[src/hdl/qpnc_pkg.sv]
// Shared widths, field offsets and codes for the QUIC packet number codec.
// No dependencies; imported by quic_packet_number_codec.
`default_nettype none

package qpnc_pkg;

    // Field widths
    localparam int CMD_W    = 1;
    localparam int PN_W     = 64;
    localparam int REFV_W   = 1;
    localparam int REF_W    = 62;
    localparam int TRUNC_W  = 32;
    localparam int NBITS_W  = 6;
    localparam int STATUS_W = 2;
    localparam int LEN_W    = 3;
    localparam int ENC_W    = 32;
    localparam int DEC_W    = 63;
    localparam int BYTE_W   = 8;

    // Input word layout, lowest bit first
    localparam int IN_PN_LSB    = 0;
    localparam int IN_REFV_LSB  = IN_PN_LSB + PN_W;
    localparam int IN_REF_LSB   = IN_REFV_LSB + REFV_W;
    localparam int IN_TRUNC_LSB = IN_REF_LSB + REF_W;
    localparam int IN_NBITS_LSB = IN_TRUNC_LSB + TRUNC_W;
    localparam int IN_FIELDS_W  = IN_NBITS_LSB + NBITS_W;
    localparam int IN_TDATA_W   = ((IN_FIELDS_W + BYTE_W - 1) / BYTE_W) * BYTE_W;

    // Output word layout, lowest bit first
    localparam int OUT_FIELDS_W = STATUS_W + LEN_W + ENC_W + DEC_W;
    localparam int OUT_TDATA_W  = ((OUT_FIELDS_W + BYTE_W - 1) / BYTE_W) * BYTE_W;

    // Commands carried on tuser
    localparam logic [CMD_W-1:0] CMD_ENCODE = 1'b0;
    localparam logic [CMD_W-1:0] CMD_DECODE = 1'b1;

    // Result status
    typedef enum logic [STATUS_W-1:0] {
        ST_OK       = 2'd0,
        ST_BAD_BITS = 2'd1,
        ST_OVERFLOW = 2'd2
    } t_status;

    // Legal truncated widths
    localparam logic [NBITS_W-1:0] PN_BITS_8  = 6'd8;
    localparam logic [NBITS_W-1:0] PN_BITS_16 = 6'd16;
    localparam logic [NBITS_W-1:0] PN_BITS_24 = 6'd24;
    localparam logic [NBITS_W-1:0] PN_BITS_32 = 6'd32;

    // Encoded lengths
    localparam logic [LEN_W-1:0] LEN_NONE = 3'd0;
    localparam logic [LEN_W-1:0] LEN_1    = 3'd1;
    localparam logic [LEN_W-1:0] LEN_2    = 3'd2;
    localparam logic [LEN_W-1:0] LEN_3    = 3'd3;
    localparam logic [LEN_W-1:0] LEN_4    = 3'd4;

    // Largest legal packet number and one past it
    localparam logic [PN_W-1:0] PN_MAX    = (64'd1 << 62) - 64'd1;
    localparam logic [PN_W-1:0] PN_MAX_P1 = 64'd1 << 62;

endpackage

`default_nettype wire

[src/hdl/quic_packet_number_codec.sv]
// QUIC packet number codec (encode length selection and decode window).
// Depends on qpnc_pkg for widths, field layout and status codes.
//
// Usage:
//   Slave channel (i_s_*) takes one word per item: tuser selects encode or
//   decode, tdata carries the packet number, reference and truncated value.
//   Master channel (o_m_*) returns exactly one result word per item: status,
//   encoded length, big-endian encoded value and reconstructed number.
//   A result passes one input register, one pass of compare/add logic and
//   one result register before o_m_tvalid rises. Throughput is one item per
//   cycle while the receiver keeps i_m_tready high; the wide 64-bit span
//   subtract and window compares in that single pass set the clock limit.
//   Each stage advances when its successor is empty or being drained, so
//   o_s_tready stays high while a result waits as long as the input stage
//   is empty. When the receiver holds i_m_tready low with both stages full,
//   o_s_tready drops and the held result is stable.
//   A synchronous active-low reset empties both stages; no item is in flight
//   and no result is presented afterward.
`default_nettype none

module quic_packet_number_codec (
    input  wire logic                               i_clk,
    input  wire logic                               i_rst_n,
    // slave word
    input  wire logic                               i_s_tvalid,
    output logic                                    o_s_tready,
    // tdata: packet_number, reference_valid, reference_pn, truncated_value,
    //        pn_bits, zero pad
    input  wire logic [qpnc_pkg::IN_TDATA_W-1:0]    i_s_tdata,
    // tuser: command
    input  wire logic [qpnc_pkg::CMD_W-1:0]         i_s_tuser,
    // master word
    output logic                                    o_m_tvalid,
    input  wire logic                               i_m_tready,
    // tdata: status, length_bytes, encoded_value, decoded_pn, zero pad
    output logic [qpnc_pkg::OUT_TDATA_W-1:0]        o_m_tdata
);
    import qpnc_pkg::*;

    // Input stage
    logic                r_in_vld;
    logic [CMD_W-1:0]    r_cmd;
    logic [PN_W-1:0]     r_pn;
    logic                r_refv;
    logic [REF_W-1:0]    r_ref;
    logic [TRUNC_W-1:0]  r_trunc;
    logic [NBITS_W-1:0]  r_nbits;

    // Result stage
    logic                r_out_vld;
    t_status             r_status;
    logic [LEN_W-1:0]    r_len;
    logic [ENC_W-1:0]    r_enc;
    logic [DEC_W-1:0]    r_dec;

    // Next result values
    t_status             n_status;
    logic [LEN_W-1:0]    n_len;
    logic [ENC_W-1:0]    n_enc;
    logic [DEC_W-1:0]    n_dec;

    logic                out_free;
    logic                in_accept;
    logic                adv;

    // Encode datapath
    logic [PN_W-1:0]     span;
    logic [LEN_W-1:0]    enc_len;
    logic [ENC_W-1:0]    enc_val;

    // Decode datapath
    logic                bits_ok;
    logic [PN_W-1:0]     win;
    logic [PN_W-1:0]     hwin;
    logic [PN_W-1:0]     wmask;
    logic [PN_W-1:0]     expected;
    logic [PN_W-1:0]     cand;
    logic [PN_W-1:0]     dec_val;

    localparam logic [PN_W-1:0] SPAN_MAX_1 = 64'd1 << (BYTE_W - 1);
    localparam logic [PN_W-1:0] SPAN_MAX_2 = 64'd1 << (2 * BYTE_W - 1);
    localparam logic [PN_W-1:0] SPAN_MAX_3 = 64'd1 << (3 * BYTE_W - 1);

    // Handshake: stages move when the next one is empty or draining
    assign out_free   = !r_out_vld || i_m_tready;
    assign adv        = r_in_vld && out_free;
    assign o_s_tready = !r_in_vld || out_free;
    assign in_accept  = i_s_tvalid && o_s_tready;

    // Input register
    always_ff @(posedge i_clk) begin
        if (!i_rst_n) begin
            r_in_vld <= 1'b0;
        end else if (o_s_tready) begin
            r_in_vld <= i_s_tvalid;
        end
    end

    always_ff @(posedge i_clk) begin
        if (in_accept) begin
            r_cmd   <= i_s_tuser;
            r_pn    <= i_s_tdata[IN_PN_LSB +: PN_W];
            r_refv  <= i_s_tdata[IN_REFV_LSB];
            r_ref   <= i_s_tdata[IN_REF_LSB +: REF_W];
            r_trunc <= i_s_tdata[IN_TRUNC_LSB +: TRUNC_W];
            r_nbits <= i_s_tdata[IN_NBITS_LSB +: NBITS_W];
        end
    end

    // Encode: unacked span, then shortest length whose half-window covers it
    always_comb begin
        if (r_refv) begin
            span = r_pn - {2'b00, r_ref};
        end else begin
            span = r_pn + 64'd1;
        end
        if (span <= SPAN_MAX_1) begin
            enc_len = LEN_1;
        end else if (span <= SPAN_MAX_2) begin
            enc_len = LEN_2;
        end else if (span <= SPAN_MAX_3) begin
            enc_len = LEN_3;
        end else begin
            enc_len = LEN_4;
        end
        case (enc_len)
            LEN_1:   enc_val = {24'd0, r_pn[7:0]};
            LEN_2:   enc_val = {16'd0, r_pn[15:0]};
            LEN_3:   enc_val = {8'd0, r_pn[23:0]};
            default: enc_val = r_pn[31:0];
        endcase
    end

    // Decode: window size from bit count
    always_comb begin
        bits_ok = 1'b1;
        case (r_nbits)
            PN_BITS_8:  win = 64'd1 << 8;
            PN_BITS_16: win = 64'd1 << 16;
            PN_BITS_24: win = 64'd1 << 24;
            PN_BITS_32: win = 64'd1 << 32;
            default: begin
                bits_ok = 1'b0;
                win     = 64'd1 << 8;
            end
        endcase
    end

    // Decode: place truncated value in window around expected number
    always_comb begin
        hwin     = win >> 1;
        wmask    = win - 64'd1;
        expected = r_refv ? ({2'b00, r_ref} + 64'd1) : 64'd0;
        cand     = (expected & ~wmask) | ({32'd0, r_trunc} & wmask);
        if ((cand + hwin <= expected) && (cand < PN_MAX_P1 - win)) begin
            dec_val = cand + win;
        end else if ((cand > expected + hwin) && (cand >= win)) begin
            dec_val = cand - win;
        end else begin
            dec_val = cand;
        end
    end

    // Result select
    always_comb begin
        n_status = ST_OK;
        n_len    = LEN_NONE;
        n_enc    = '0;
        n_dec    = '0;
        if (r_cmd == CMD_ENCODE) begin
            if (r_pn > PN_MAX) begin
                n_status = ST_OVERFLOW;
            end else begin
                n_len = enc_len;
                n_enc = enc_val;
            end
        end else if (!bits_ok) begin
            n_status = ST_BAD_BITS;
        end else begin
            n_dec = dec_val[DEC_W-1:0];
        end
    end

    // Result register
    always_ff @(posedge i_clk) begin
        if (!i_rst_n) begin
            r_out_vld <= 1'b0;
        end else if (out_free) begin
            r_out_vld <= r_in_vld;
        end
    end

    always_ff @(posedge i_clk) begin
        if (adv) begin
            r_status <= n_status;
            r_len    <= n_len;
            r_enc    <= n_enc;
            r_dec    <= n_dec;
        end
    end

    assign o_m_tvalid = r_out_vld;
    assign o_m_tdata  = {{(OUT_TDATA_W - OUT_FIELDS_W){1'b0}},
                         r_dec, r_enc, r_len, r_status};

    // Checks
    a_len_range: assert property (@(posedge i_clk) disable iff (!i_rst_n)
        r_out_vld |-> (r_len <= LEN_4))
        else $error("encoded length out of range");

    a_err_clean: assert property (@(posedge i_clk) disable iff (!i_rst_n)
        (r_out_vld && r_status != ST_OK) |-> (r_len == LEN_NONE && r_enc == '0
                                              && r_dec == '0))
        else $error("error result carries payload");

    a_enc_fits: assert property (@(posedge i_clk) disable iff (!i_rst_n)
        (r_out_vld && r_len == LEN_1) |-> (r_enc[31:8] == '0))
        else $error("one-byte encoding wider than a byte");

    a_enc_nodec: assert property (@(posedge i_clk) disable iff (!i_rst_n)
        (r_out_vld && r_len != LEN_NONE) |-> (r_dec == '0))
        else $error("encode result carries a decoded number");

    a_advance: assert property (@(posedge i_clk) disable iff (!i_rst_n)
        adv |=> r_out_vld)
        else $error("input stage moved but no result present");

endmodule

`default_nettype wire

[config.mk]
export PLATFORM = sky130hd
export DESIGN_NAME = quic_packet_number_codec
export DESIGN_NICKNAME = d
export VERILOG_FILES = /design/src/hdl/qpnc_pkg.sv /design/src/hdl/quic_packet_number_codec.sv
export SDC_FILE = /design/constraint.sdc
export NUM_CORES = 1
export LEC_CHECK = 0
export BUFFER_PORTS_ARGS = -buffer_cell sky130_fd_sc_hd__buf_2
export CAP_MARGIN = 0
export CORE_MARGIN = 2
export CORE_UTILIZATION = 50
export DETAILED_ROUTE_END_ITERATION = 12
export PLACE_DENSITY = 0.7
export SYNTH_ARGS = -nofsm -noshare
export SYNTH_HDL_FRONTEND = slang
export SYNTH_SLANG_ARGS = --single-unit
[constraint.sdc]
create_clock -name i_clk -period 10.5 [get_ports i_clk]
set_input_delay 2.1 -clock i_clk [delete_from_list [all_inputs] [get_ports i_clk]]
set_output_delay 2.1 -clock i_clk [all_outputs]
set_load 0.02 [all_outputs]
; ---- After elaboration in Yosys (flattened, before gate mapping)
; Index checks and enable logic that the tools add are counted.
[totals]
out_inout_bits = 106
elab_cells = 64
in_bits = 173
reg_bits = 268
[op_classes]
addsub = 9
reduce_logical = 11
n_bitwise = 4
n_eq_ne = 7
muxes = 13
n_lt_le_gt_ge = 8
[op_table]
columns = cell, n
row1 = 63-bit 2-to-1 mux, 3
row2 = 33-bit case mux with 3 select lines, 1
row3 = 32-bit case mux with 3 select lines, 1
row4 = 63-bit by 63-bit adder with 64-bit output, 1
row5 = 64-bit by 1-bit adder with 64-bit output (second input constant), 1
row6 = 64-bit by 32-bit adder with 64-bit output, 1
row7 = 32-bit by 64-bit AND with 64-bit output, 1
row8 = 63-bit by 64-bit AND with 64-bit output, 1
row9 = 64-bit by 33-bit >= comparator with 1-bit output, 1
row10 = 64-bit by 62-bit greater-than comparator with 1-bit output (second input constant), 1
row11 = 64-bit greater-than comparator, 1
row12 = 64-bit by 16-bit <= comparator with 1-bit output (second input constant), 1
row13 = 64-bit by 24-bit <= comparator with 1-bit output (second input constant), 1
row14 = 64-bit by 63-bit <= comparator with 1-bit output, 1
row15 = 64-bit by 8-bit <= comparator with 1-bit output (second input constant), 1
row16 = 64-bit < comparator, 1
row17 = 64-bit 2-to-1 mux, 1
row18 = 64-bit inverter, 1
row19 = 64-bit bitwise OR, 1
row20 = 63-bit by 64-bit subtractor with 64-bit output (first input constant), 1
row21 = 64-bit by 1-bit subtractor with 64-bit output (second input constant), 1
row22 = 64-bit by 62-bit subtractor with 64-bit output, 1
row23 = 62-bit by 1-bit adder with 63-bit output (second input constant), 1
row24 = 63-bit by 33-bit adder with 63-bit output, 1
row25 = 15 further kinds, 26

; ---- Logic depth before layout (Yosys ltp)
; Gate-level depths: netlist (run 1).
[logic_depth]
word_depth = 10
ltp_mapped = 33

; ---- Least setup slack after synthesis (run 1)
; OpenSTA, ideal clock, no wires.
[synth_timing]
path_type = flip-flop to flip-flop
start = register r_refv
end = register r_dec[34], data pin
setup_ps = 266
n_path_buf = 7
setup_slack_ps = 2751
stages_incl_launch_ff = 34
arrival_ps = 7483
path_cell_list = edfxtp_1 -> clkbuf_1 -> clkbuf_1 -> clkbuf_1 -> clkbuf_1 -> clkbuf_1 -> clkbuf_1 -> nand2b_1 -> inv_1 -> ha_1 -> o21ai_0 -> or2_2 -> nor3_1 -> a31oi_1 -> o41ai_1 -> a31oi_1 -> nor2_1 -> nand3_1 -> nor3_1 -> xor2_1 -> ha_1 -> and4_1 -> nand4_1 -> or4_1 -> o22ai_1 -> nor3_1 -> o22a_1 -> o21ai_0 -> nand2b_1 -> a21o_2 -> buf_4 -> o41ai_1 -> xnor2_1 -> nor2_1
[synth_between]
elab_chain_len = 7
[synth_rtl]
columns = element, line_no
row1 = start: declaration, quic_packet_number_codec.sv:44  ; logic r_refv;
row2 = start signal: assignment, quic_packet_number_codec.sv:103  ; r_refv <= i_s_tdata[IN_REFV_LSB];
row3 = 63-bit 2-to-1 mux (*), quic_packet_number_codec.sv:153  ; expected = r_refv ? ({2'b00, r_ref} + 64'd1) : 64'd0;
row4 = 63-bit by 64-bit AND with 64-bit output, quic_packet_number_codec.sv:154  ; cand = (expected & ~wmask) | ({32'd0, r_trunc} & wmask);
row5 = 64-bit bitwise OR, quic_packet_number_codec.sv:154
row6 = "64-bit by 32-bit adder with 64-bit output, or another cell as far along", quic_packet_number_codec.sv:155  ; if ((cand + hwin <= expected) && (cand < PN_MAX_P1 - win)) begin
row7 = 64-bit by 63-bit <= comparator with 1-bit output or 1-bit logical AND (tied branches), "quic_packet_number_codec.sv:155, quic_packet_number_codec.sv:157"
row8 = 1-bit logical AND or 63-bit 2-to-1 mux (tied branches), "quic_packet_number_codec.sv:155, quic_packet_number_codec.sv:157"
row9 = 63-bit 2-to-1 mux (*), quic_packet_number_codec.sv:155
row10 = end signal: assignment, quic_packet_number_codec.sv:198  ; r_dec <= n_dec;
row11 = end: declaration, quic_packet_number_codec.sv:54  ; logic [DEC_W-1:0] r_dec;
; Mark *: on every way between the ends. The rest lies on a longest branch, timed or not.
; A chain may end at the register's enable or synchronous reset.

; ---- Final worst setup path (run 1)
[layout_timing]
start = register r_ref[8]
end = register r_dec[44], data pin
[layout_between]
elab_chain_len = 8
[layout_rtl]
columns = element, line_no
row1 = start: declaration, quic_packet_number_codec.sv:45  ; logic [REF_W-1:0] r_ref;
row2 = start signal: assignment, quic_packet_number_codec.sv:104  ; r_ref <= i_s_tdata[IN_REF_LSB +: REF_W];
row3 = 62-bit by 1-bit adder with 63-bit output (*), quic_packet_number_codec.sv:153
row4 = 63-bit 2-to-1 mux (*), quic_packet_number_codec.sv:153
row5 = 63-bit by 64-bit AND with 64-bit output, quic_packet_number_codec.sv:154
row6 = 64-bit bitwise OR, quic_packet_number_codec.sv:154
row7 = "64-bit by 32-bit adder with 64-bit output, or another cell as far along", quic_packet_number_codec.sv:155
row8 = 64-bit by 63-bit <= comparator with 1-bit output or 1-bit logical AND (tied branches), "quic_packet_number_codec.sv:155, quic_packet_number_codec.sv:157"
row9 = 1-bit logical AND or 63-bit 2-to-1 mux (tied branches), "quic_packet_number_codec.sv:155, quic_packet_number_codec.sv:157"
row10 = 63-bit 2-to-1 mux (*), quic_packet_number_codec.sv:155
; Marked as above.

==> results of run 1 <==
[synthesized netlist by cell type (all sizes together) (70+ instances only)]
cell type / count
edfxtp: 266
clkbuf: 95
nand3: 88
ha: 251
nor3: 117
nand4: 97
nor2: 336
xnor2: 166
nand2: 277
o21ai: 122
a21oi: 161
inv: 104
a21o: 70
[state kept, by name, summed over array words and instances (netlist names)]
name and cells:
r_pn 64, r_nbits 6, r_trunc 32, r_refv 1
r_status 2, r_cmd 1, r_dec 63, r_in_vld 1
r_enc 32, o_m_tvalid 1, r_ref 62, r_len 3
[worst max-delay path: stages, from the launching register on]
cell and delay (ns):
sky130_fd_sc_hd__edfxtp_1 0.49, sky130_fd_sc_hd__nand4_1 0.39, sky130_fd_sc_hd__or4_1 0.88, sky130_fd_sc_hd__mux2i_1 0.67, sky130_fd_sc_hd__o21ai_0 0.43, sky130_fd_sc_hd__ha_1 0.47, sky130_fd_sc_hd__inv_1 0.06, sky130_fd_sc_hd__o41ai_1 0.74
sky130_fd_sc_hd__a41o_1 0.39, sky130_fd_sc_hd__a21o_1 0.27, sky130_fd_sc_hd__nand2_1 0.20, sky130_fd_sc_hd__nor4_1 0.43, sky130_fd_sc_hd__xor2_1 0.19, sky130_fd_sc_hd__nor2_1 0.06, sky130_fd_sc_hd__ha_1 0.30, sky130_fd_sc_hd__nand4_1 0.14
sky130_fd_sc_hd__or2_2 0.14, sky130_fd_sc_hd__a31oi_1 0.07, sky130_fd_sc_hd__a211oi_1 0.66, sky130_fd_sc_hd__o2111ai_1 0.23, sky130_fd_sc_hd__o31a_1 0.35, sky130_fd_sc_hd__a311oi_2 0.30, sky130_fd_sc_hd__nand4b_1 0.43, sky130_fd_sc_hd__nor2_1 0.36
sky130_fd_sc_hd__buf_4 0.19, sky130_fd_sc_hd__nand2_1 0.07, sky130_fd_sc_hd__and3_1 0.17, sky130_fd_sc_hd__nor3_1 0.22
[layer usage]
metal  wire length [um]  global-route usage, %
met1              38500                   48.0
met2              39000                   53.2
met3               6710                   3.29
met4               3720                   13.7
met5                  0                      0
[through the flow]
stage	util, %	cells	worst slack (ns)	power (mW)	cell area, um^2
finish	57.2	3828	0.981	3.17	28000
global route	57.2	3828	0.577	3.31	28000
CTS	57.2	3822	1.30	3.17	27900
detailed placement	55.1	3766	1.34	2.10	26900
global placement	55.1	3766	1.56	2.09	26900
floorplan	-	2893	2.75	1.84	24800
[cell type report]
type | instances | area share (%)
flip-flops and latches | 268 | 28.7
multi-input cells | 2408 | 57.1
inverters | 108 | 1.45
diodes | 6 | 0.0537
repair buffers | 318 | 6.11
well taps | 664 | 2.97
clock buffers | 37 | 2.78
clock inverters | 19 | 0.815
[logic make-up (layout without fill, tap and decap cells)]
family	Yosys count	after routing	synth area share, %
xor+xnor	226	226	8.01
simple gates	1237	1237	24.9
other cells	1	34	0.0152
flops	268	268	32.5
compound gates	637	637	17.2
mux	28	28	1.18
fa+ha+maj	252	252	12.8
buf+inv	217	482	3.47
[report_power, final]
part / internal [mW] / total, mW / switching, mW
clock network: 0.626 / 1.07 / 0.442
registers: 1.24 / 1.29 / 0.0515
logic: 0.287 / 0.811 / 0.524
total: 2.15 / 3.17 / 1.02
[final timing paths]
path         depth (start not counted)                 endpoint  slack (ns)          startpoint
min                                  1   r_enc[2]$_SDFFCE_PP0P_        0.56   r_pn[2]$_DFFE_PP_
min reg2reg                          1   r_enc[2]$_SDFFCE_PP0P_        0.56   r_pn[2]$_DFFE_PP_
max reg2reg                         27  r_dec[44]$_SDFFCE_PN0P_        0.98  r_ref[8]$_DFFE_PP_
max                                 27  r_dec[44]$_SDFFCE_PN0P_        0.98  r_ref[8]$_DFFE_PP_
==> results.md, run 1 <==
* Outcome: finished clean
* Vias after detailed routing at 24100
* Setup bufs post-CTS at 0
* Filler Cells Inserted at 4459
* Post-synthesis instance total at about 2900
* Area Overhead vs Synth at 13.1%
* Synth unique cells at 96
* Share of post-route cells with drive strength above 1 at 13.2%
* Number of antenna violations at the first check in global routing at 6
* Longest Clk Path Bufs at 3
* Final #Nets at 3559
* Via count of the first global-routing pass at 22800
* Number of cell rows at slightly above 80
* 1st-iter DRT viols at 2225
* Min Hold Slack at ~0.56 ns
* Post-synthesis register bit count at 268
* Worst-Margin Slew at 1.12 ns
* Fraction of registers with async set or reset after synthesis at 0%
* Routed wire length at around 90000 um
* Clk_lat worst skew at 0.62 ns
* Final clock period utilization by the worst path at about nine tenths
* Post-cts repair resize count at 0
* Final weighted congestion of routability-driven global placement at 1.01
* Area used by sequential logic in the layout at 8030 um^2
* Worst max-slew margin expressed relative to the limit at approximately a quarter
* Number of sinks driven by the clock tree at 268
* Setup clock skew after layout at 0.0276 ns
* Synth top area cells: sky130_fd_sc_hd__edfxtp_1 (32%), sky130_fd_sc_hd__ha_1 (13%), sky130_fd_sc_hd__xnor2_1 (5.9%)
* Total congestion overflow at 0
* Drt wl/cell at 23.0 um
* Power density normalized to cell area at 113 nW/um^2
* Core Box Area at between 40000 and 50000 um^2
* # Max-Cap Violations at 0
* Setup violators final at 0
* Achievable Freq at between 100 and 150 MHz
* Initial DRT Pass Iterations at 8
* Final critical path time including I/O delays and setup at 9.52 ns
* I/O Pins at approximately 280
* Area of the multi-input gates at 16000 um^2
* Critical Path AT at 9.93 ns
* Starting density of the core at 50.6%
* Detail-routed via count per cell at 6.29
* Static power due to leakage at 11.2 nW
* Peak fanout along the critical path at 11
* Half-perimeter wire length after placement at between 70000 and 80000 um
* Commonest cells after routing, fill and taps aside: sky130_fd_sc_hd__nor2_1 (336), sky130_fd_sc_hd__nand2_1 (276), sky130_fd_sc_hd__buf_2 (271)
* Register clock-pin slew on the reported worst setup and hold paths at 0.06 ns
* Buffer type at the clock tree root: sky130_fd_sc_hd__clkbuf_16
* Post-Synthesis Cell Area at 24700 um^2
* Routed Antenna Nets at 0
* Die extent in y at roughly 230 um
* Commonest non-fill, non-tap cell in the layout: sky130_fd_sc_hd__nor2_1
* Max rail drop VDD at 0.000135 V
* CTS Buf Count at 30
* Endpoint class of the critical path: register
* Sequential element share of the synthesized area at between 30% and 40%
* Critical Setup Path Class: register to register
* Number of flops mapped to enable cells by yosys at 266
* Level count of the clock H-tree at 1
* Post-synth top area cell: sky130_fd_sc_hd__edfxtp_1
* Crit path required time at 10.91 ns
* Area of the die at slightly above 50000 um^2
* Most frequently used flop master after synthesis: sky130_fd_sc_hd__edfxtp_1
* Die X at 226 um
* First-pass GRT wire length at 133000 um
* Maximum number of pins on one net before global-route repair at 76
* Syn avg cell area at about 8.6 um^2
* Setup TNS Final at 0 ns
* Final hold viol count at 0
* IO buf count at 271
* Setup repair after global routing missed its margin: no
* Critical path launch point type: register
* CTS tree: yes
* Path type of the worst min-delay path: register to register
* Overall global routing resource usage at 33.9%
* Number of remaining DRC errors at 0
* Number of max-slew violations in the final report at 0
* Yosys synthesis warning count at 0
* Area fraction of the dominant cell type after synthesis at 32.3%
* Hold buffer count at cts at 0
Power figures use the tool's default switching activity.
==> run 2: changes to the inputs <==
--- a/config.mk
+++ b/config.mk
@@ -10,7 +10,7 @@
 export CORE_MARGIN = 2
 export CORE_UTILIZATION = 50
 export DETAILED_ROUTE_END_ITERATION = 12
-export PLACE_DENSITY = 0.7
+export PLACE_DENSITY = 0.78
 export SYNTH_ARGS = -nofsm -noshare
 export SYNTH_HDL_FRONTEND = slang
 export SYNTH_SLANG_ARGS = --single-unit
==> results.md, run 2 (synthesis gave the netlist of run 1 again) <==
* Worst max-slew margin expressed relative to the limit at 21.5% (was 25.4%)
* Share of post-route cells with drive strength above 1 at 12.9% (was 13.2%)
* Share of total power in sequential cells at 41.3% (was 40.8%)
* Worst-Margin Slew at 1.17 ns (was 1.12 ns)
* Setup repair after global routing missed its margin: no (unchanged)
* Fraction of power consumed by combinational cells at 25.3% (was 25.6%)
* Final #Nets at 3550 (was 3559)
* Drt wl/cell at 21.4 um (was 23.0 um)
* Filler Cells Inserted at 4550 (was 4459)
* Setup TNS Final at 0 ns (unchanged)
* Setup clock skew after layout at 0.0415 ns (was 0.0276 ns)
* Min Hold Slack at 0.545 ns (was 0.557 ns)
* Cell Count Post-Placement at 3759 (was 3766)
* Area of the multi-input gates at 16000 um^2 (about the same)
* # Max-Cap Violations at 0 (unchanged)
* Largest register by flop count: r_pn (unchanged)
* Worst slack at placement at 1.42 ns (was 1.34 ns)
* Number of max-slew violations in the final report at 0 (unchanged)
* Post-cts repair resize count at 0 (unchanged)
* Switching share of power at 31.6% (was 32.1%)
* Post-layout utilization of the core at 57.0% (was 57.2%)
* Worst Hold Endpoint: o_m_tvalid$_SDFFE_PN0P_ (was r_enc[2]$_SDFFCE_PP0P_)
* Area Overhead vs Synth at 12.7% (was 13.1%)
* Routed wire length at 81600 um (was 88000 um)
* Static power due to leakage at 11.2 nW (about the same)
* Startpoint of the worst-slack reg-to-reg timing path: r_ref[26]$_DFFE_PP_ (was r_ref[8]$_DFFE_PP_)
* Peak fanout along the critical path at 37 (was 11)
* CTS Buf Count at 28 (was 30)
* Power density normalized to cell area at 112 nW/um^2 (was 113 nW/um^2)
* Crit path required time at 10.81 ns (was 10.91 ns)
* Final weighted congestion of routability-driven global placement at 1.01 (about the same)
* Sum of internal, switching and leakage power at 3.13 mW (was 3.17 mW)
* Area of the die at 51200 um^2 (unchanged)
* Cell internal pwr at 2.14 mW (was 2.15 mW)
* 1st-iter DRT viols at 2920 (was 2225)
* Endpoint class of the critical path: register (unchanged)
* Vias after detailed routing at 23800 (was 24100)
* Commonest non-fill, non-tap cell in the layout: sky130_fd_sc_hd__nor2_1 (unchanged)
* Achievable Freq at 105 MHz (about the same)
* IO buf count at 271 (unchanged)
* Worst path setup slack after routing at 0.996 ns (was 0.981 ns)
* Number of non-filler instances in the completed layout at 3817 (was 3828)
* Number of cell rows at 81 (unchanged)
* Number of cells on the worst hold path at 1 (unchanged)
* R2r worst-path depth at 27 (unchanged)
* Final clock period utilization by the worst path at 90.5% (was 90.7%)
* Area used by sequential logic in the layout at 8030 um^2 (unchanged)
* Critical path launch point type: register (unchanged)
* Overall global routing resource usage at 31.3% (was 33.9%)
* Number of sinks driven by the clock tree at 268 (unchanged)
* Placement Cell Area at 26900 um^2 (about the same)
* Commonest cells after routing, fill and taps aside: sky130_fd_sc_hd__nor2_1 (336), sky130_fd_sc_hd__nand2_1 (276), sky130_fd_sc_hd__buf_2 (271) (unchanged)
* Hold buffer count at cts at 0 (unchanged)
* Flop-to-flop setup slack at 1.0 ns (was 0.98 ns)
* First-pass GRT wire length at 124000 um (was 133000 um)
* Max rail drop VDD at 0.000124 V (was 0.000135 V)
* Clk_lat worst skew at 0.62 ns (about the same)
* Biggest regs: r_pn x64, r_dec x63, r_ref x62 (unchanged)
* I/O Pins at 279 (unchanged)
* Detail-routed via count per cell at 6.24 (was 6.29)
* Level count of the clock H-tree at 1 (unchanged)
* Flip-flop count of the largest register after layout at 64 (unchanged)
* Clock power share at 33.4% (was 33.7%)
* Final instance area at 27900 um^2 (was 28000 um^2)
* Setup bufs post-CTS at 0 (unchanged)
* Sw Pwr at 0.988 mW (was 1.02 mW)
* Final hold viol count at 0 (unchanged)
* Buffer type at the clock tree root: sky130_fd_sc_hd__clkbuf_16 (unchanged)
* Initial DRT Pass Iterations at 6 (was 8)
* Number of remaining DRC errors at 0 (unchanged)
* Outcome: finished clean (unchanged)
* Half-perimeter wire length after placement at 65300 um (was 72100 um)
* Number of antenna violations at the first check in global routing at 7 (was 6)
* Routed Antenna Nets at 0 (unchanged)
* Maximum number of pins on one net before global-route repair at 79 (was 76)
* Final critical path time including I/O delays and setup at 9.50 ns (was 9.52 ns)
* Path type of the worst min-delay path: register to register (unchanged)
* Die extent in y at 226 um (unchanged)
* Critical Path AT at 9.81 ns (was 9.93 ns)
* Starting density of the core at 50.6% (unchanged)
* Critical Setup Path Class: register to register (unchanged)
* Worst Hold Launch: r_in_vld$_SDFFE_PN0N_ (was r_pn[2]$_DFFE_PP_)
* CTS tree: yes (unchanged)
* Worst reg2reg path endpoint: r_dec[46]$_SDFFCE_PN0P_ (was r_dec[44]$_SDFFCE_PN0P_)
* Register clock-pin slew on the reported worst setup and hold paths at 0.07 ns (was 0.06 ns)
* Via count of the first global-routing pass at 22000 (was 22800)
* Die X at 226 um (unchanged)
* Setup violators final at 0 (unchanged)
* Core Box Area at 48800 um^2 (unchanged)
* Longest Clk Path Bufs at 3 (unchanged)
* Total congestion overflow at 0 (unchanged)
run 2: per-layer routing:
metal / vias to the layer above / part of all wire [%] / track usage [%] / routed length [um]
met4: 0 / 4.2 / 12.0 / 3390
met3: 178 / 9.0 / 3.27 / 7370
met5: - / 0 / 0 / 0
li1: 11200 / - / - / -
met2: 1234 / 44 / 49.1 / 35900
met1: 11100 / 43 / 44.5 / 34900
run 2: cell type report:
| cell class | instances | share of cell area [%] |
|---|---|---|
| multi-input cells | 2408 | 57.3 |
| flip-flops and latches | 268 | 28.8 |
| repair buffers | 311 | 5.95 |
| well taps | 664 | 2.98 |
| clock buffers | 36 | 2.62 |
| inverters | 108 | 1.46 |
| clock inverters | 13 | 0.800 |
| diodes | 9 | 0.0809 |
run 2: how the worst max path moves through the flow:
| stage | end | slack [ns] | startpoint | cells after the start |
|---|---|---|---|---|
| 2_1_floorplan | r_dec[34]$_SDFFCE_PN0P_ | 2.75 | r_refv$_DFFE_PP_ | 33 |
| 3_3_place_gp | r_dec[46]$_SDFFCE_PN0P_ | 1.43 | r_ref[26]$_DFFE_PP_ | 27 |
| 3_5_place_dp | r_dec[46]$_SDFFCE_PN0P_ | 1.42 | r_ref[26]$_DFFE_PP_ | 27 |
| 4_1_cts | r_dec[46]$_SDFFCE_PN0P_ | 1.36 | r_ref[26]$_DFFE_PP_ | 27 |
| 5_1_grt | r_dec[58]$_SDFFCE_PN0P_ | 0.61 | r_ref[8]$_DFFE_PP_ | 28 |
| 6_report | r_dec[46]$_SDFFCE_PN0P_ | 1.0 | r_ref[26]$_DFFE_PP_ | 27 |
run 2: worst max-delay path, cell delays in order (launching register included):
cell and delay, ns:
sky130_fd_sc_hd__edfxtp_1 0.61, sky130_fd_sc_hd__nand3_1 0.25, sky130_fd_sc_hd__or4_1 0.67, sky130_fd_sc_hd__or3_1 0.52
sky130_fd_sc_hd__or4_1 0.51, sky130_fd_sc_hd__mux2_2 0.40, sky130_fd_sc_hd__clkinv_1 0.28, sky130_fd_sc_hd__nor4_1 0.50
sky130_fd_sc_hd__or4b_4 0.58, sky130_fd_sc_hd__or3b_1 0.49, sky130_fd_sc_hd__or4_1 0.51, sky130_fd_sc_hd__nor2_1 0.12
sky130_fd_sc_hd__ha_1 0.24, sky130_fd_sc_hd__inv_1 0.06, sky130_fd_sc_hd__ha_1 0.23, sky130_fd_sc_hd__a21o_1 0.18
sky130_fd_sc_hd__a21o_1 0.17, sky130_fd_sc_hd__a211oi_1 0.55, sky130_fd_sc_hd__o2111ai_1 0.20, sky130_fd_sc_hd__o31a_1 0.33
sky130_fd_sc_hd__a311oi_2 0.33, sky130_fd_sc_hd__buf_4 0.35, sky130_fd_sc_hd__nand2b_1 0.18, sky130_fd_sc_hd__a21oi_2 0.04
sky130_fd_sc_hd__buf_4 0.28, sky130_fd_sc_hd__a41o_1 0.29, sky130_fd_sc_hd__xnor2_1 0.26, sky130_fd_sc_hd__nor2_1 0.07
run 2: power groups by stage:
stage,sequential [mW],combinational [mW],clock [mW]
2_1_floorplan,1.32,0.525,0
3_3_place_gp,1.31,0.760,0
3_5_place_dp,1.31,0.765,0
4_1_cts,1.29,0.771,1.06
5_1_grt,1.30,0.867,1.10
6_report,1.29,0.792,1.04
